--- src/noise_channel_lfsr_envelope_macros.svh ---
// Assertion macros for the noise channel block.
// Users supply clk and rst in the scope where a macro is expanded.
`ifndef NOISE_CHANNEL_LFSR_ENVELOPE_MACROS_SVH
`define NOISE_CHANNEL_LFSR_ENVELOPE_MACROS_SVH

// Check a consequence in the same cycle as its cause
`define NCLE_ASSERT_SAME(label, ante, cons, msg) \
  label: assert property (@(posedge clk) disable iff (rst) (ante) |-> (cons)) \
    else $error(msg);

// Check a consequence in the cycle after its cause
`define NCLE_ASSERT_NEXT(label, ante, cons, msg) \
  label: assert property (@(posedge clk) disable iff (rst) (ante) |=> (cons)) \
    else $error(msg);

`endif

--- src/ncle_pkg.sv ---
// Shared types, codes and constant tables for the noise channel block.
// No dependencies; every other file but the macro header imports this package.
package ncle_pkg;

  // Field widths
  localparam int OP_W        = 3;
  localparam int CFG_IDX_W   = 3;
  localparam int CFG_DATA_W  = 4;
  localparam int SAMPLE_W    = 8;
  localparam int VOL_W       = 4;
  localparam int RELOAD_W    = 22;
  localparam int LFSR_W      = 15;
  localparam int LEN_W       = 7;
  localparam int DIV_W       = 7;

  // Event codes
  localparam logic [OP_W-1:0] OP_LFSR_STEP    = 3'd0;
  localparam logic [OP_W-1:0] OP_LENGTH_CLOCK = 3'd1;
  localparam logic [OP_W-1:0] OP_ENV_CLOCK    = 3'd2;
  localparam logic [OP_W-1:0] OP_TRIGGER      = 3'd3;
  localparam logic [OP_W-1:0] OP_READ_SAMPLE  = 3'd4;

  // Register indexes
  localparam logic [CFG_IDX_W-1:0] CFG_DIVISOR_SELECT  = 3'd0;
  localparam logic [CFG_IDX_W-1:0] CFG_FREQ_SHIFT      = 3'd1;
  localparam logic [CFG_IDX_W-1:0] CFG_SHORT_MODE      = 3'd2;
  localparam logic [CFG_IDX_W-1:0] CFG_START_VOLUME    = 3'd3;
  localparam logic [CFG_IDX_W-1:0] CFG_ENVELOPE_UP     = 3'd4;
  localparam logic [CFG_IDX_W-1:0] CFG_ENVELOPE_PERIOD = 3'd5;
  localparam logic [CFG_IDX_W-1:0] CFG_LENGTH_GATE     = 3'd6;
  localparam logic [CFG_IDX_W-1:0] CFG_OUTPUT_GAIN     = 3'd7;

  // Channel constants
  localparam logic [LFSR_W-1:0] LFSR_SEED      = 15'h7FFF;
  localparam int                LFSR_TOP_BIT   = 14;
  localparam int                LFSR_SHORT_BIT = 6;
  localparam logic [LEN_W-1:0]  LEN_FULL       = 7'd64;
  localparam logic [LEN_W-1:0]  LEN_SHORT      = 7'd63;
  localparam logic [VOL_W-1:0]  VOL_MAX        = 4'd15;
  localparam logic [VOL_W-1:0]  GAIN_RESET     = 4'd1;

  localparam logic [DIV_W-1:0] DIVISOR_TABLE [8] = '{
    7'd8, 7'd16, 7'd32, 7'd48, 7'd64, 7'd80, 7'd96, 7'd112
  };

  // Configuration register bank contents
  typedef struct packed {
    logic [2:0]       divisor_select;
    logic [3:0]       freq_shift;
    logic             short_mode;
    logic [VOL_W-1:0] start_volume;
    logic             envelope_up;
    logic [2:0]       envelope_period;
    logic             length_gate;
    logic [3:0]       output_gain;
  } ncle_cfg_t;

  // Register bank after reset: all zero but the gain
  localparam ncle_cfg_t CFG_RESET = '{
    divisor_select:  3'd0,
    freq_shift:      4'd0,
    short_mode:      1'b0,
    start_volume:    4'd0,
    envelope_up:     1'b0,
    envelope_period: 3'd0,
    length_gate:     1'b0,
    output_gain:     GAIN_RESET
  };

  // Envelope timer reload: period zero reloads eight
  function automatic logic [3:0] env_reload(input logic [2:0] period);
    env_reload = (period == 3'd0) ? 4'd8 : {1'b0, period};
  endfunction

endpackage

--- src/ncle_if.sv ---
// Valid/ready channel interfaces: event input, result output, register writes.
// Depends on ncle_pkg for field widths.
interface ncle_in_if;
  import ncle_pkg::*;
  logic            valid;
  logic            ready;
  logic [OP_W-1:0] op;
  logic            next_skips_length;
  logic            next_clocks_envelope;

  modport source (output valid, output op, output next_skips_length,
                  output next_clocks_envelope, input ready);
  modport sink (input valid, input op, input next_skips_length,
                input next_clocks_envelope, output ready);
endinterface

interface ncle_out_if;
  import ncle_pkg::*;
  logic                       valid;
  logic                       ready;
  logic signed [SAMPLE_W-1:0] sample;
  logic                       channel_on;
  logic [VOL_W-1:0]           current_volume;
  logic [RELOAD_W-1:0]        timer_reload;

  modport source (output valid, output sample, output channel_on,
                  output current_volume, output timer_reload, input ready);
  modport sink (input valid, input sample, input channel_on,
                input current_volume, input timer_reload, output ready);
endinterface

interface ncle_cfg_if;
  import ncle_pkg::*;
  logic                  valid;
  logic                  ready;
  logic [CFG_IDX_W-1:0]  index;
  logic [CFG_DATA_W-1:0] data;

  modport source (output valid, output index, output data, input ready);
  modport sink (input valid, input index, input data, output ready);
endinterface

--- src/ncle_cfg_regs.sv ---
// Configuration register bank for the noise channel.
// Depends on ncle_pkg and the ncle_cfg_if interface.
module ncle_cfg_regs (
  input  logic               clk,
  input  logic               rst,
  ncle_cfg_if.sink           cfg,
  output ncle_pkg::ncle_cfg_t regs
);
  import ncle_pkg::*;

  // Writes are always taken
  assign cfg.ready = 1'b1;

  // Store each field, masked to its width
  always_ff @(posedge clk) begin
    if (rst) begin
      regs <= CFG_RESET;
    end else if (cfg.valid) begin
      unique case (cfg.index)
        CFG_DIVISOR_SELECT:  regs.divisor_select  <= cfg.data[2:0];
        CFG_FREQ_SHIFT:      regs.freq_shift      <= cfg.data[3:0];
        CFG_SHORT_MODE:      regs.short_mode      <= cfg.data[0];
        CFG_START_VOLUME:    regs.start_volume    <= cfg.data[3:0];
        CFG_ENVELOPE_UP:     regs.envelope_up     <= cfg.data[0];
        CFG_ENVELOPE_PERIOD: regs.envelope_period <= cfg.data[2:0];
        CFG_LENGTH_GATE:     regs.length_gate     <= cfg.data[0];
        CFG_OUTPUT_GAIN:     regs.output_gain     <= cfg.data[3:0];
        default: ;
      endcase
    end
  end

endmodule

--- src/noise_channel_lfsr_envelope.sv ---
// Top level of the noise channel: LFSR, length counter, volume envelope.
// Depends on ncle_pkg, the channel interfaces, ncle_cfg_regs and the macro header.
`include "noise_channel_lfsr_envelope_macros.svh"

// Noise channel of a handheld sound chip. Each event transaction updates the
// channel state and returns one result with the sample, enable bit, volume and
// frequency timer reload that the state after the event gives. The state
// registers and the result register are both written at the edge that
// accepts an event, so a new event is taken every cycle as long as the
// result register is empty or its result is being taken in the same cycle.
// A valid result appears in the cycle after acceptance. Register writes are
// always accepted and should only be made while no result is outstanding.
module noise_channel_lfsr_envelope (
  input logic        clk,
  input logic        rst,
  ncle_in_if.sink    in_item,
  ncle_out_if.source result,
  ncle_cfg_if.sink   cfg
);
  import ncle_pkg::*;

  ncle_cfg_t ctrl;

  logic [LFSR_W-1:0] noise_register, noise_register_next;
  logic [LEN_W-1:0]  length_count, length_count_next;
  logic [VOL_W-1:0]  volume, volume_next;
  logic [3:0]        envelope_timer, envelope_timer_next;
  logic              envelope_stopped, envelope_stopped_next;
  logic              enabled, enabled_next;
  logic              out_valid;

  logic                       accept;
  logic                       feedback;
  logic [7:0]                 magnitude;
  logic signed [SAMPLE_W-1:0] sample_next;
  logic [RELOAD_W-1:0]        reload_next;

  ncle_cfg_regs u_cfg_regs (
    .clk  (clk),
    .rst  (rst),
    .cfg  (cfg),
    .regs (ctrl)
  );

  // Take an event whenever the result slot is free or draining
  assign in_item.ready = !out_valid || result.ready;
  assign accept        = in_item.valid && in_item.ready;
  assign feedback      = noise_register[0] ^ noise_register[1];

  // Work out the channel state after the event
  always_comb begin
    noise_register_next   = noise_register;
    length_count_next     = length_count;
    volume_next           = volume;
    envelope_timer_next   = envelope_timer;
    envelope_stopped_next = envelope_stopped;
    enabled_next          = enabled;
    unique case (in_item.op)
      OP_LFSR_STEP: begin
        noise_register_next = {feedback, noise_register[LFSR_TOP_BIT:1]};
        if (ctrl.short_mode) begin
          noise_register_next[LFSR_SHORT_BIT] = feedback;
        end
      end
      OP_LENGTH_CLOCK: begin
        if (ctrl.length_gate && length_count != '0) begin
          length_count_next = length_count - 7'd1;
          if (length_count == 7'd1) begin
            enabled_next = 1'b0;
          end
        end
      end
      OP_ENV_CLOCK: begin
        if (!envelope_stopped) begin
          if (envelope_timer > 4'd1) begin
            envelope_timer_next = envelope_timer - 4'd1;
          end else begin
            envelope_timer_next = env_reload(ctrl.envelope_period);
            if (ctrl.envelope_period != 3'd0) begin
              if (ctrl.envelope_up) begin
                if (volume < VOL_MAX) volume_next = volume + 4'd1;
                else envelope_stopped_next = 1'b1;
              end else begin
                if (volume != '0) volume_next = volume - 4'd1;
                else envelope_stopped_next = 1'b1;
              end
            end
          end
        end
      end
      OP_TRIGGER: begin
        enabled_next = !(ctrl.start_volume == '0 && !ctrl.envelope_up);
        if (length_count == '0) begin
          length_count_next = (ctrl.length_gate && in_item.next_skips_length)
                              ? LEN_SHORT : LEN_FULL;
        end
        envelope_stopped_next = 1'b0;
        envelope_timer_next   = env_reload(ctrl.envelope_period)
                                + {3'b000, in_item.next_clocks_envelope};
        volume_next           = ctrl.start_volume;
        noise_register_next   = LFSR_SEED;
      end
      default: ;
    endcase
  end

  // Form the sample from the new state, saturated to the signed byte
  always_comb begin
    magnitude = {4'b0000, volume_next} * {4'b0000, ctrl.output_gain};
    if (noise_register_next[0]) begin
      sample_next = (magnitude > 8'd128) ? -8'sd128 : signed'(~magnitude + 8'd1);
    end else begin
      sample_next = (magnitude > 8'd127) ? 8'sd127 : signed'(magnitude);
    end
    reload_next = {{(RELOAD_W-DIV_W){1'b0}}, DIVISOR_TABLE[ctrl.divisor_select]}
                  << ctrl.freq_shift;
  end

  // Advance the state on each accepted event
  always_ff @(posedge clk) begin
    if (rst) begin
      noise_register   <= '0;
      length_count     <= '0;
      volume           <= '0;
      envelope_timer   <= '0;
      envelope_stopped <= 1'b0;
      enabled          <= 1'b0;
    end else if (accept) begin
      noise_register   <= noise_register_next;
      length_count     <= length_count_next;
      volume           <= volume_next;
      envelope_timer   <= envelope_timer_next;
      envelope_stopped <= envelope_stopped_next;
      enabled          <= enabled_next;
    end
  end

  // Hold the result until the sink takes it
  always_ff @(posedge clk) begin
    if (rst) begin
      out_valid <= 1'b0;
    end else if (accept) begin
      out_valid <= 1'b1;
    end else if (result.ready) begin
      out_valid <= 1'b0;
    end
  end

  always_ff @(posedge clk) begin
    if (accept) begin
      result.sample         <= sample_next;
      result.channel_on     <= enabled_next;
      result.current_volume <= volume_next;
      result.timer_reload   <= reload_next;
    end
  end

  assign result.valid = out_valid;

  // Consistency checks
  `NCLE_ASSERT_NEXT(a_accept_gives_result, accept, out_valid, "event left no result")
  `NCLE_ASSERT_SAME(a_on_matches_state, out_valid, result.channel_on == enabled, "on bit differs")
  `NCLE_ASSERT_SAME(a_volume_matches_state, out_valid, result.current_volume == volume, "volume differs")
  `NCLE_ASSERT_NEXT(a_trigger_enables, accept && in_item.op == OP_TRIGGER && ctrl.start_volume != '0, enabled, "trigger left channel off")
  `NCLE_ASSERT_SAME(a_length_bound, 1'b1, length_count <= LEN_FULL, "length count above full")

endmodule
--- src/flat_wrapper.sv ---
// flat-port wrapper written by rule: the top's interface ports become plain ports
module noise_channel_lfsr_envelope_flat import ncle_pkg::*;
  (clk, rst, in_item_valid, in_item_op, in_item_next_skips_length, in_item_next_clocks_envelope, in_item_ready, result_valid, result_sample, result_channel_on, result_current_volume, result_timer_reload, result_ready, cfg_valid, cfg_index, cfg_data, cfg_ready);
  ncle_in_if in_item_i ();
  ncle_out_if result_i ();
  ncle_cfg_if cfg_i ();
  input logic clk;
  input logic rst;
  input wire logic [$bits(in_item_i.valid)-1:0] in_item_valid;
  input wire logic [$bits(in_item_i.op)-1:0] in_item_op;
  input wire logic [$bits(in_item_i.next_skips_length)-1:0] in_item_next_skips_length;
  input wire logic [$bits(in_item_i.next_clocks_envelope)-1:0] in_item_next_clocks_envelope;
  output wire logic [$bits(in_item_i.ready)-1:0] in_item_ready;
  output wire logic [$bits(result_i.valid)-1:0] result_valid;
  output wire logic [$bits(result_i.sample)-1:0] result_sample;
  output wire logic [$bits(result_i.channel_on)-1:0] result_channel_on;
  output wire logic [$bits(result_i.current_volume)-1:0] result_current_volume;
  output wire logic [$bits(result_i.timer_reload)-1:0] result_timer_reload;
  input wire logic [$bits(result_i.ready)-1:0] result_ready;
  input wire logic [$bits(cfg_i.valid)-1:0] cfg_valid;
  input wire logic [$bits(cfg_i.index)-1:0] cfg_index;
  input wire logic [$bits(cfg_i.data)-1:0] cfg_data;
  output wire logic [$bits(cfg_i.ready)-1:0] cfg_ready;
  assign in_item_i.valid = in_item_valid;
  assign in_item_i.op = in_item_op;
  assign in_item_i.next_skips_length = in_item_next_skips_length;
  assign in_item_i.next_clocks_envelope = in_item_next_clocks_envelope;
  assign in_item_ready = in_item_i.ready;
  assign result_valid = result_i.valid;
  assign result_sample = result_i.sample;
  assign result_channel_on = result_i.channel_on;
  assign result_current_volume = result_i.current_volume;
  assign result_timer_reload = result_i.timer_reload;
  assign result_i.ready = result_ready;
  assign cfg_i.valid = cfg_valid;
  assign cfg_i.index = cfg_index;
  assign cfg_i.data = cfg_data;
  assign cfg_ready = cfg_i.ready;
  noise_channel_lfsr_envelope u_core (.clk(clk), .rst(rst), .in_item(in_item_i), .result(result_i), .cfg(cfg_i));
endmodule
--- config.mk ---
export PLATFORM = sky130hd
export DESIGN_NAME = noise_channel_lfsr_envelope_flat
export DESIGN_NICKNAME = d
export VERILOG_FILES = /design/src/ncle_pkg.sv /design/src/ncle_if.sv /design/src/ncle_cfg_regs.sv /design/src/noise_channel_lfsr_envelope.sv /design/src/flat_wrapper.sv
export VERILOG_INCLUDE_DIRS = /design/src /design/src/src
export SDC_FILE = /design/constraint.sdc
export NUM_CORES = 1
export LEC_CHECK = 0
export ABC_AREA = 0
export BUFFER_PORTS_ARGS = -buffer_cell sky130_fd_sc_hd__buf_2
export CAP_MARGIN = 20
export CORE_UTILIZATION = 30
export DETAILED_ROUTE_END_ITERATION = 10
export PLACE_DENSITY = 0.49
export SYNTH_ARGS = -nofsm -noshare
export SYNTH_HDL_FRONTEND = slang
export SYNTH_SLANG_ARGS = --single-unit
--- constraint.sdc ---
create_clock -name clk -period 6.05 [get_ports clk]
set_input_delay 1.21 -clock clk [delete_from_list [all_inputs] [get_ports clk]]
set_output_delay 1.21 -clock clk [all_outputs]
set_load 0.02 [all_outputs]
==> results.cfg <==
[cts]
clockBufferDepth = 2
htree_num_levels = 3
cts_tree = yes
tritoncts.num_buffers = 9
cts_resized = 0
post_cts.repair.setup_buffers = 0
clock-sinks = 86
clock_latency_ns = 0.35
hold_buffers = 0
clock-root-buffer = clkbuf_16
clkTransAtPathRegs_ns = 0.06

[die]
core-area_sq_um = 15900
die_area_sq_um = 16800
initial_utilization_pct = 30.8
die_y_microns = 130
fp.dieW_microns = 130
num_io_pins = 55
num_rows = 46

[synth]
ys.flop_type = dfxtp_1
synth.distinct_cells = 70
synth_edf_count = 32
post_synth_inst_count = 540
synthArstFlopShare_pct = 0
synth_area_per_cell_sq_um = 9.06
yosysSeqAreaShare_pct = 41.7
ys.warnings.count = 0
synth_seq_cells = 86
syn-cell-area_sq_um = 4890

[placed_design]
dpl.hpwl_microns = 7990
gp_congestion = 0.837
port_buffers = 50

[worst_setup_path]
crit_path_end_kind = register
required_ns = 6.12
crit_type = reg -> reg
rr_startpoint = u_core.envelope_timer[0]
crit_fanout = 6
cp_data_arrival_time_ns = 5.43
critPathLaunch = u_core.envelope_timer[0]
start_kind = register

[finish]
antenna_cells = 0
regArea_sq_um = 2040
nFillCells = 1695
fin_nets = 618
fin_util_pct = 35.1
multiInputGateArea_sq_um = 2580
drive_gt1_share_pct = 15.7
layout_common_cells = nor2_1, dfxtp_1, buf_2
areaGrowthSynthToFinish_pct = 13.9
final_common_cell = nor2_1

[sta]
max_freq_mhz = 187
skew_ns = 0.00902
slew_viol_final = 0
slew-limit-headroom_pct = 33.5
setup_viol = 0
worstMarginPinSlew_ns = 0.998
holdWs_ns = 0.497
min_period_ns = 5.35
hold_violations = 0
fin_crit_sh_pct = 88.5
rsz0062_at_grt = no
setup_tns_ns = 0

[drt]
route.vias.total = 3937
drc_errors = 0
final_antenna_net_count = 0
first_pass_iters = 4
wirelength_microns = 10900
drt-initial-drc-count = 194
vias_per_cell = 4.95
wl_per_cell_microns = 13.7

[global_route]
grt_pass1_wl_microns = 18200
grt_pass1_vias = 3723
antenna_found_initial = 0
grtUsageTotal_pct = 13.9
grt_max_degree = 55
overflow = 0

[power_and_ir_drop]
power.leakage_nw = 2.27
totalPowerFinal_w = 0.00140
p_per_area_nw_per_um2 = 251
peakVddDrop_uv = 200

[min_path]
hold_start = u_core.noise_register[11]
holdCritPathClass = reg -> reg

[outcome]
status = finished clean

[flow_run]
drv_cap = 0
==> power by group <==
part	total, W	internal (W)	switching [W]
logic	0.000202	0.0000768	0.000125
registers	0.000650	0.000632	0.0000187
clock network	0.000545	0.000298	0.000247
==> critical path, cell delays in order, from the launching register on <==
cell and delay, ns:
dfxtp_1 0.40, inv_1 0.08, ha_1 0.24, nor2_1 0.33, or4_1 0.24, nor2_1 0.05, a2bb2oi_1 0.19, a2bb2oi_1 0.39
nand2_1 0.12, fa_1 0.47, fa_1 0.54, inv_1 0.07, fa_1 0.56, or3b_2 0.49, nor2_1 0.18, o311ai_0 0.15
a2111oi_0 0.45, a211oi_2 0.14
==> path summary, 6_finish.rpt <==
path | end | slack, ns | depth (start not counted)
max | u_core.result.sample[7] | 0.70 | 17
min | u_core.noise_register[10] | 0.50 | 2
min reg2reg | u_core.noise_register[10] | 0.50 | 2
max reg2reg | u_core.result.sample[7] | 0.70 | 17
==> routing by layer <==
metal	track usage (%)	vias up	wire length, microns	share of wire (%)
met5	0	-	0	0
met4	5.40	0	223	2.0
met3	3.57	13	398	3.6
met2	23.7	73	5150	47
met1	16.9	1841	5150	47
li1	-	2010	-	-
==> sequential cells by signal, indices dropped and copies added, names as in the netlist <==
register,flops
u_core.envelope_stopped,1
u_core.enabled,1
u_core.result.valid,1
u_core.envelope_timer,4
u_core.result.channel_on,1
u_core.noise_register,15
u_core.length_count,7
u_core.result.sample,8
u_core.result.timer_reload,19
u_core.u_cfg_regs.regs,21
u_core.result.current_volume,4
u_core.volume,4
==> cells by family (layout without fill, tap and decap cells) <==
family	Yosys count	after routing	synth area share (%)
adder cells (fa/ha/maj)	26	26	7.26
AO/OA/AOI/OAI	127	127	17.6
other	2	4	0.153
multiplexers	27	27	5.65
flip-flops	86	86	41.7
AND/OR/NAND/NOR	208	208	21.1
XOR/XNOR	4	4	0.716
buffers and inverters	60	98	5.80
==> stage by stage <==
| step | worst slack, ns | instance area [sq um] | instances |
|---|---|---|---|
| floorplan | 0.579 | 4900 | 542 |
| global placement | 0.546 | 5290 | 780 |
| detailed placement | 0.446 | 5290 | 780 |
| CTS | 0.688 | 5580 | 796 |
| global route | 0.203 | 5580 | 796 |
| finish | 0.696 | 5580 | 796 |
==> synth_stat cells (all sizes together) (3+ instances only) <==
master | instances | area share [%]
o22ai | 19 | 2.4
a31oi | 4 | 0.51
o211ai | 3 | 0.46
or4 | 4 | 0.61
nand4 | 5 | 0.64
fa | 4 | 1.6
nand4b | 4 | 0.72
nand2b | 10 | 1.3
a211o | 3 | 0.54
edfxtp | 32 | 20
nor3b | 4 | 0.61
mux2 | 5 | 1.2
a22oi | 4 | 0.61
nor2 | 89 | 6.8
mux2i | 22 | 4.5
a211oi | 11 | 1.8
buf | 8 | 1.2
nand3 | 8 | 0.82
a311oi | 3 | 0.54
ha | 22 | 5.6
a21o | 3 | 0.46
and2 | 9 | 1.2
nor4 | 3 | 0.69
nand2 | 31 | 2.4
clkbuf | 27 | 2.7
xor2 | 3 | 0.54
a21oi | 23 | 2.4
nor2b | 11 | 1.4
nor3 | 16 | 1.7
o21ai | 30 | 3.1
o31ai | 4 | 0.89
dfxtp | 54 | 22
inv | 25 | 1.9
==> area by class of cell <==
cell class	instances	area share, %
clock buffer	10	4.29
tap	216	4.85
sequential	86	36.6
timing repair buffer	57	5.43
inverter	25	1.68
multi-input combinational	396	46.2
clock inverter	6	0.920
Power figures use the tool's default switching activity.
